$ cat src/rtl/core/cau_pkg.sv
// ----------------------------------------------------------------------------
// cau_pkg: complex arithmetic unit shared definitions
// Beat types, operation codes, internal widths and the saturation helper.
// ----------------------------------------------------------------------------
package cau_pkg;

    localparam int WORD_WIDTH = 16;
    localparam int FRAC_BITS  = 8;

    localparam int PW = 2 * WORD_WIDTH;
    localparam int MW = 2 * WORD_WIDTH + 1;
    localparam int QW = WORD_WIDTH + 2;
    localparam int RW = 3 * WORD_WIDTH + FRAC_BITS + 2;

    localparam logic [2:0] KIND_ADD = 3'd0;
    localparam logic [2:0] KIND_SUB = 3'd1;
    localparam logic [2:0] KIND_MUL = 3'd2;
    localparam logic [2:0] KIND_DIV = 3'd3;
    localparam logic [2:0] KIND_EQ  = 3'd4;
    localparam logic [2:0] KIND_NE  = 3'd5;

    localparam logic [MW-1:0] NEG_MAX_M = MW'(1) << (WORD_WIDTH - 1);
    localparam logic [MW-1:0] POS_MAX_M = NEG_MAX_M - MW'(1);

    typedef struct packed {
        logic [2:0]                   kind;
        logic signed [WORD_WIDTH-1:0] a_re;
        logic signed [WORD_WIDTH-1:0] a_im;
        logic signed [WORD_WIDTH-1:0] b_re;
        logic signed [WORD_WIDTH-1:0] b_im;
    } op_t;

    typedef struct packed {
        logic signed [WORD_WIDTH-1:0] res_re;
        logic signed [WORD_WIDTH-1:0] res_im;
        logic                         is_true;
        logic                         div_by_zero;
        logic                         saturated;
    } res_t;

    typedef struct packed {
        logic          is_div;
        logic          neg_re;
        logic          neg_im;
        logic [RW-1:0] rem_re;
        logic [RW-1:0] rem_im;
        logic [PW-1:0] den;
        logic [QW-1:0] q_re;
        logic [QW-1:0] q_im;
        res_t          pre;
    } cell_t;

    // {saturated, word} from sign and magnitude
    function automatic logic [WORD_WIDTH:0] sat_word(input logic neg, input logic [MW-1:0] mag);
        logic [MW-1:0] lim;
        logic          sat;
        logic [MW-1:0] m;
        lim = neg ? NEG_MAX_M : POS_MAX_M;
        sat = mag > lim;
        m   = sat ? lim : mag;
        m   = neg ? (MW'(0) - m) : m;
        return {sat, m[WORD_WIDTH-1:0]};
    endfunction

endpackage

$ cat src/rtl/core/cau_div_cell.sv
// ----------------------------------------------------------------------------
// cau_div_cell: one restoring-division cell
// Resolves one quotient bit for both result parts and hands the beat on.
// ----------------------------------------------------------------------------
module cau_div_cell #(
    parameter int BIT_POS = 0
) (
    input  logic            clk,
    input  logic            rst_n,
    input  logic            adv,
    input  logic            valid_in,
    input  cau_pkg::cell_t  beat_in,
    output logic            valid_out,
    output cau_pkg::cell_t  beat_out
);
    import cau_pkg::*;

    logic          valid_reg;
    cell_t         beat_reg;
    cell_t         beat_next;
    logic [RW-1:0] den_sh;

    always_comb
    begin
        den_sh    = RW'(beat_in.den) << BIT_POS;
        beat_next = beat_in;
        if (beat_in.rem_re >= den_sh)
        begin
            beat_next.rem_re         = beat_in.rem_re - den_sh;
            beat_next.q_re[BIT_POS]  = 1'b1;
        end
        if (beat_in.rem_im >= den_sh)
        begin
            beat_next.rem_im         = beat_in.rem_im - den_sh;
            beat_next.q_im[BIT_POS]  = 1'b1;
        end
    end

    always_ff @(posedge clk or negedge rst_n)
    begin
        if (!rst_n)
        begin
            valid_reg <= 1'b0;
        end
        else if (adv)
        begin
            valid_reg <= valid_in;
        end
    end

    always_ff @(posedge clk)
    begin
        if (adv)
        begin
            beat_reg <= beat_next;
        end
    end

    assign valid_out = valid_reg;
    assign beat_out  = beat_reg;

endmodule

$ cat config.mk
export PLATFORM = sky130hd
export DESIGN_NAME = cau_div_cell
export DESIGN_NICKNAME = d
export VERILOG_FILES = /design/src/rtl/core/cau_pkg.sv /design/src/rtl/core/cau_div_cell.sv
export SDC_FILE = /design/constraint.sdc
export NUM_CORES = 1
export LEC_CHECK = 0
export BUFFER_PORTS_ARGS = -buffer_cell sky130_fd_sc_hd__buf_2
export CORE_MARGIN = 5
export CORE_UTILIZATION = 35
export DETAILED_ROUTE_END_ITERATION = 8
export SLEW_MARGIN = 5
export SYNTH_ARGS = -nofsm -noshare
export SYNTH_HDL_FRONTEND = slang
export SYNTH_SLANG_ARGS = --single-unit
$ cat constraint.sdc
create_clock -name clk -period 1.7 [get_ports clk]
set_input_delay 0.255 -clock clk [delete_from_list [all_inputs] [get_ports clk]]
set_output_delay 0.255 -clock clk [all_outputs]
set_load 0.01 [all_outputs]
=== Word-level counts from Yosys, hierarchy flattened ===
Index checks and enable logic that the tools add are counted.

* Register bits: 223
* Input port bits: 226
* Output and inout bits: 223
* Word-level logic and storage cells: 22

* $add $sub $neg: 2
* $lt $le $gt $ge: 2
* Mux-type cells: 2

{| class="wikitable"
|+ Operators with widths
! kind !! number
|-
| $ge 58x32->1 || 2
|-
| $mux 58 || 2
|-
| $sub 58x32->58 || 2
|}

=== Logic depth before layout (Yosys ltp) ===
* Word-level depth: 2
* Mapped depth: 14

=== Worst setup path after synthesis ===
OpenSTA, ideal clock, no wires.

* Path type: input to register
* Start point: in beat_in[103] in the netlist's numbering
* End point: reg beat_reg, in the netlist beat_out[144], data pin
* Data arrival time: 2.863 ns
* Required time: 1.434 ns
* Path slack: -1.429 ns
* Cell stages on the path: 13
* Buffers on the path: 1
* Cell sequence: inv_1 > ha_1 > inv_1 > fa_1 > a21o_1 > a31o_2 > a2111oi_4 > nor3_1 > o311a_1 > nor2_2 > buf_2 > nor3_1 > xor2_1

{| class="wikitable"
|+ RTL lines
! item !! RTL line !! RTL
|-
| from (decl) || cau_div_cell.sv:12 || <nowiki>input cau_pkg::cell_t beat_in,</nowiki>
|-
| to (signal assigned) || cau_div_cell.sv:55 || <nowiki>beat_reg <= beat_next;</nowiki>
|-
| to (decl) || cau_div_cell.sv:19 || <nowiki>cell_t beat_reg;</nowiki>
|}

==> results.json <==
{
  "seq_area_frac_synth_pct": 52.3,
  "grtUsageMet1_pct": 29.4,
  "synth_ff_type": "edfxtp_1",
  "gr-total-overflow": 0,
  "rows": 70,
  "avgRoutedWirePerCell_um": 20.5,
  "syn_to_final_growth_pct": 80.5,
  "worst_slack_ns": -0.861,
  "crit_buf_inv": 6,
  "synth_edf_count": 222,
  "cts-root-buf": "clkbuf_16",
  "grt_setup_unrepaired": "yes",
  "critPathMaxFanout": 4,
  "finalSetupTns_ns": -85.42,
  "required_ns": 1.99,
  "core-area_mm2": 0.0363,
  "max_slew_margin_pct": 57.9,
  "ys_warn_count": 0,
  "crit_path_frequent_cell": "buf_6",
  "grt_pass1_vias": 14122,
  "cts_sinks": 223,
  "initialDrtViolationCount": 633,
  "power_frac_clock_pct": 30.0,
  "dieArea_mm2": 0.0404,
  "vdd_drop_max_mv": 0.689,
  "cts_made_buffers": 25,
  "drv_slew": 0,
  "clkLatencyLatePin_ns": 0.53,
  "p_per_area_mw_per_mm2": 764,
  "synth_area_mm2": 0.0128,
  "p_switching_uw": 5180,
  "gr-max-usage-layer": "met2",
  "cap_viol_max_count": 0,
  "cts_tree": "done",
  "syn-num-nets": 1470,
  "io_pins": 449,
  "first_pass_iters": 5,
  "critical_path_class": "primary input to register",
  "startpoint_type": "primary input",
  "violations": "setup timing",
  "drc": 0,
  "pwr-share-comb_pct": 30.7,
  "synth_area_leaders": "edfxtp_1 52%, ha_1 6.3%, xor2_1 3.8%",
  "start_util_pct": 35.2,
  "async_flop_share_pct": 0.448,
  "hold_viol_final": 0,
  "die_y_um": 201,
  "fillers": 2842,
  "p_int_uw": 12400,
  "synthDistinctLibCells": 83,
  "path_clk_slew_ns": 0.06,
  "via_count": 13561,
  "avgSynthCellArea_um2": 10.9,
  "finalPower_uw": 17600,
  "antenna_found_initial": 10,
  "ant_nets": 0,
  "die_x_um": 201,
  "min_path_type": "primary input to register",
  "gp_congestion": 0.926,
  "cts_max_level": 1,
  "fin_crit_sh_pct": 151,
  "syn_inst": 1178,
  "synth_seq_cells": 223,
  "yosys.area.top_type_share_pct": 52.1,
  "synth_top_area_cell": "edfxtp_1",
  "seqPwrFrac_pct": 39.3,
  "crit_slowest_cell": "fa_2",
  "leakage_uw": 0.00987,
  "fmax_mhz": 391,
  "grtUsageMet3_pct": 5.53,
  "port_buffers": 448,
  "period_needed_ns": 2.56,
  "grtUsageMet2_pct": 45.8,
  "cp_data_arrival_time_ns": 2.85,
  "fin_nets": 2461,
  "viasPerCell": 5.10,
  "worstSetupEndpointType": "register",
  "status": "finished, violations left",
  "critical-path-top-delay-family": "compound AO/OA/AOI/OAI gates",
  "crit_chain": "buf_12, inv_12, ha_4, inv_2, fa_2, a21o_1, a31o_4, a2111oi_4, buf_6, nor3_4, buf_6, nor3_4, buf_6, o32ai_4, and4b_1, xor2_1",
  "clock_path_buffers": 3,
  "slowest_delay_ns": 0.35,
  "switching_share_pct": 29.4,
  "tightest_slew_ns": 0.625,
  "fin_skew_ns": 0,
  "grtUsageTotal_pct": 25.3,
  "routed_wirelength_mm": 54.6,
  "grt_max_degree": 65,
  "place_hpwl_mm": 40.7,
  "finalSetupViolations": 118,
  "drive_above_1_share_pct": 55.3,
  "grt_pass1_wl_mm": 81.2
}
[cell families (layout without fill, tap and decap cells)]
family                     Yosys count  count (layout)  share of synthesized area (%)
AOI/OAI and AO/OA                  294             296                           15.1
xor gates and xnor gates           102             102                           6.99
adders and majority gates           66              66                           6.58
buffers and inverters              100            1108                           3.21
DFF                                223             223                           52.3
muxes                                8               8                          0.675
other                                0               3                              0
and+or+nand+nor                    385             385                           15.1
[sequential cells by signal (all words and copies together) (netlist names)]
signal and cells:
beat_out 222, valid_out 1
[cells in the final DEF, fill, tap and decap left out, types with 12 or more instances in the layout]
cell type	synthesis	layout
a21o_1	27	27
a21oi_1	92	63
a21oi_2	0	25
buf_12	0	17
buf_2	11	442
buf_4	1	381
buf_6	1	40
buf_8	0	13
clkbuf_16	0	27
dlygate4sd3_1	0	115
edfxtp_1	222	222
ha_1	64	40
ha_4	0	21
inv_1	51	35
inv_2	0	13
nand2_1	111	92
nand2_2	0	15
nand3_1	28	25
nand4_1	26	26
nor2_1	92	60
nor2_4	0	29
nor3_1	37	22
nor3_4	1	12
o21ai_0	72	28
o21ai_2	1	32
xnor2_1	46	40
xor2_1	56	50
[worst min-delay path: stages]
cell	delay [ns]
buf_2	0.09
nand2_1	0.06
o21ai_2	0.05
[power by group through the flow]
stage          registers (µW)  clock network, µW  logic [µW]
3_5_place_dp             7030                  0        4470
4_1_cts                  6930               5350        5090
6_report                 6930               5290        5410
5_1_grt                  6970               5590        5780
3_3_place_gp             7020                  0        4430
2_1_floorplan            7340                  0        1620
[what timing repair did]
item | in CTS | in global routing
setup endpoints to repair | 118 | 118
pin swaps | 106 | 86
hold buffers | 115 | 0
resized for setup | 257 | 143
hold endpoints to repair | 115 | 0
gates cloned | 8 | 2
buffers inserted | 35 | 21
[synth_stat cells (all sizes together) (5+ instances only)]
| master | count |
|---|---|
| edfxtp | 222 |
| nand2 | 111 |
| nor2 | 93 |
| a21oi | 92 |
| o21ai | 76 |
| ha | 64 |
| xor2 | 56 |
| inv | 51 |
| xnor2 | 46 |
| nor3 | 41 |
| clkbuf | 36 |
| nand3 | 28 |
| a21o | 27 |
| nand4 | 26 |
| nor4 | 17 |
| or4 | 14 |
| buf | 13 |
| o21a | 11 |
| a211oi | 10 |
| or3 | 10 |
| o211ai | 9 |
| o21bai | 9 |
| o31ai | 9 |
| nand2b | 8 |
| and2 | 7 |
| a211o | 5 |
| a31o | 5 |
| a31oi | 5 |
| and3 | 5 |
| mux2 | 5 |
| nor2b | 5 |
| o41ai | 5 |
[cell type report]
class / instances / area, µm² / area share [%]
multi-input cells: 857 / 7500 / 32.5
repair buffers: 1011 / 7290 / 31.6
flip-flops and latches: 223 / 6690 / 29.0
clock buffers: 36 / 707 / 3.06
well taps: 468 / 586 / 2.54
inverters: 51 / 220 / 0.954
clock inverters: 10 / 78.8 / 0.342
diodes: 3 / 7.51 / 0.0325
[final timing paths]
| path | start | end | slack, ns | cells after the start |
|---|---|---|---|---|
| setup / recovery | beat_in[103] | beat_out[142] | -0.86 | 16 |
| hold reg to reg | valid_out | valid_out | 0.51 | 1 |
| hold / removal | beat_in[189] | beat_out[189] | 0.02 | 3 |
| setup reg to reg | valid_out | valid_out | 0.96 | 1 |
| max in group asynchronous | rst_n | valid_out | 1.56 | 2 |
| min in group asynchronous | rst_n | valid_out | 0.05 | 2 |
[layer usage]
layer / vias to the layer above / share of wire, %
met5: - / 0.16
met4: 14 / 3.9
met3: 114 / 6.5
met2: 468 / 51
met1: 6574 / 38
li1: 6391 / -
[per-stage QoR]
step | setup slack, ns | cells | util [%] | hold WS (ns) | cell area, µm²
final | -0.861 | 2659 | 63.5 | 0.0246 | 23100
after global routing | -0.922 | 2659 | 63.5 | 0.0165 | 23100
after CTS | -0.811 | 2644 | 61.5 | 0.000460 | 22400
after detailed placement | -1.70 | 2443 | 51.7 | 0.0328 | 18800
after global placement | -1.62 | 2443 | 51.7 | 0.0291 | 18800
after floorplan | -1.15 | 1178 | - | -0.0406 | 13100
(Power assumes the default switching activity.)
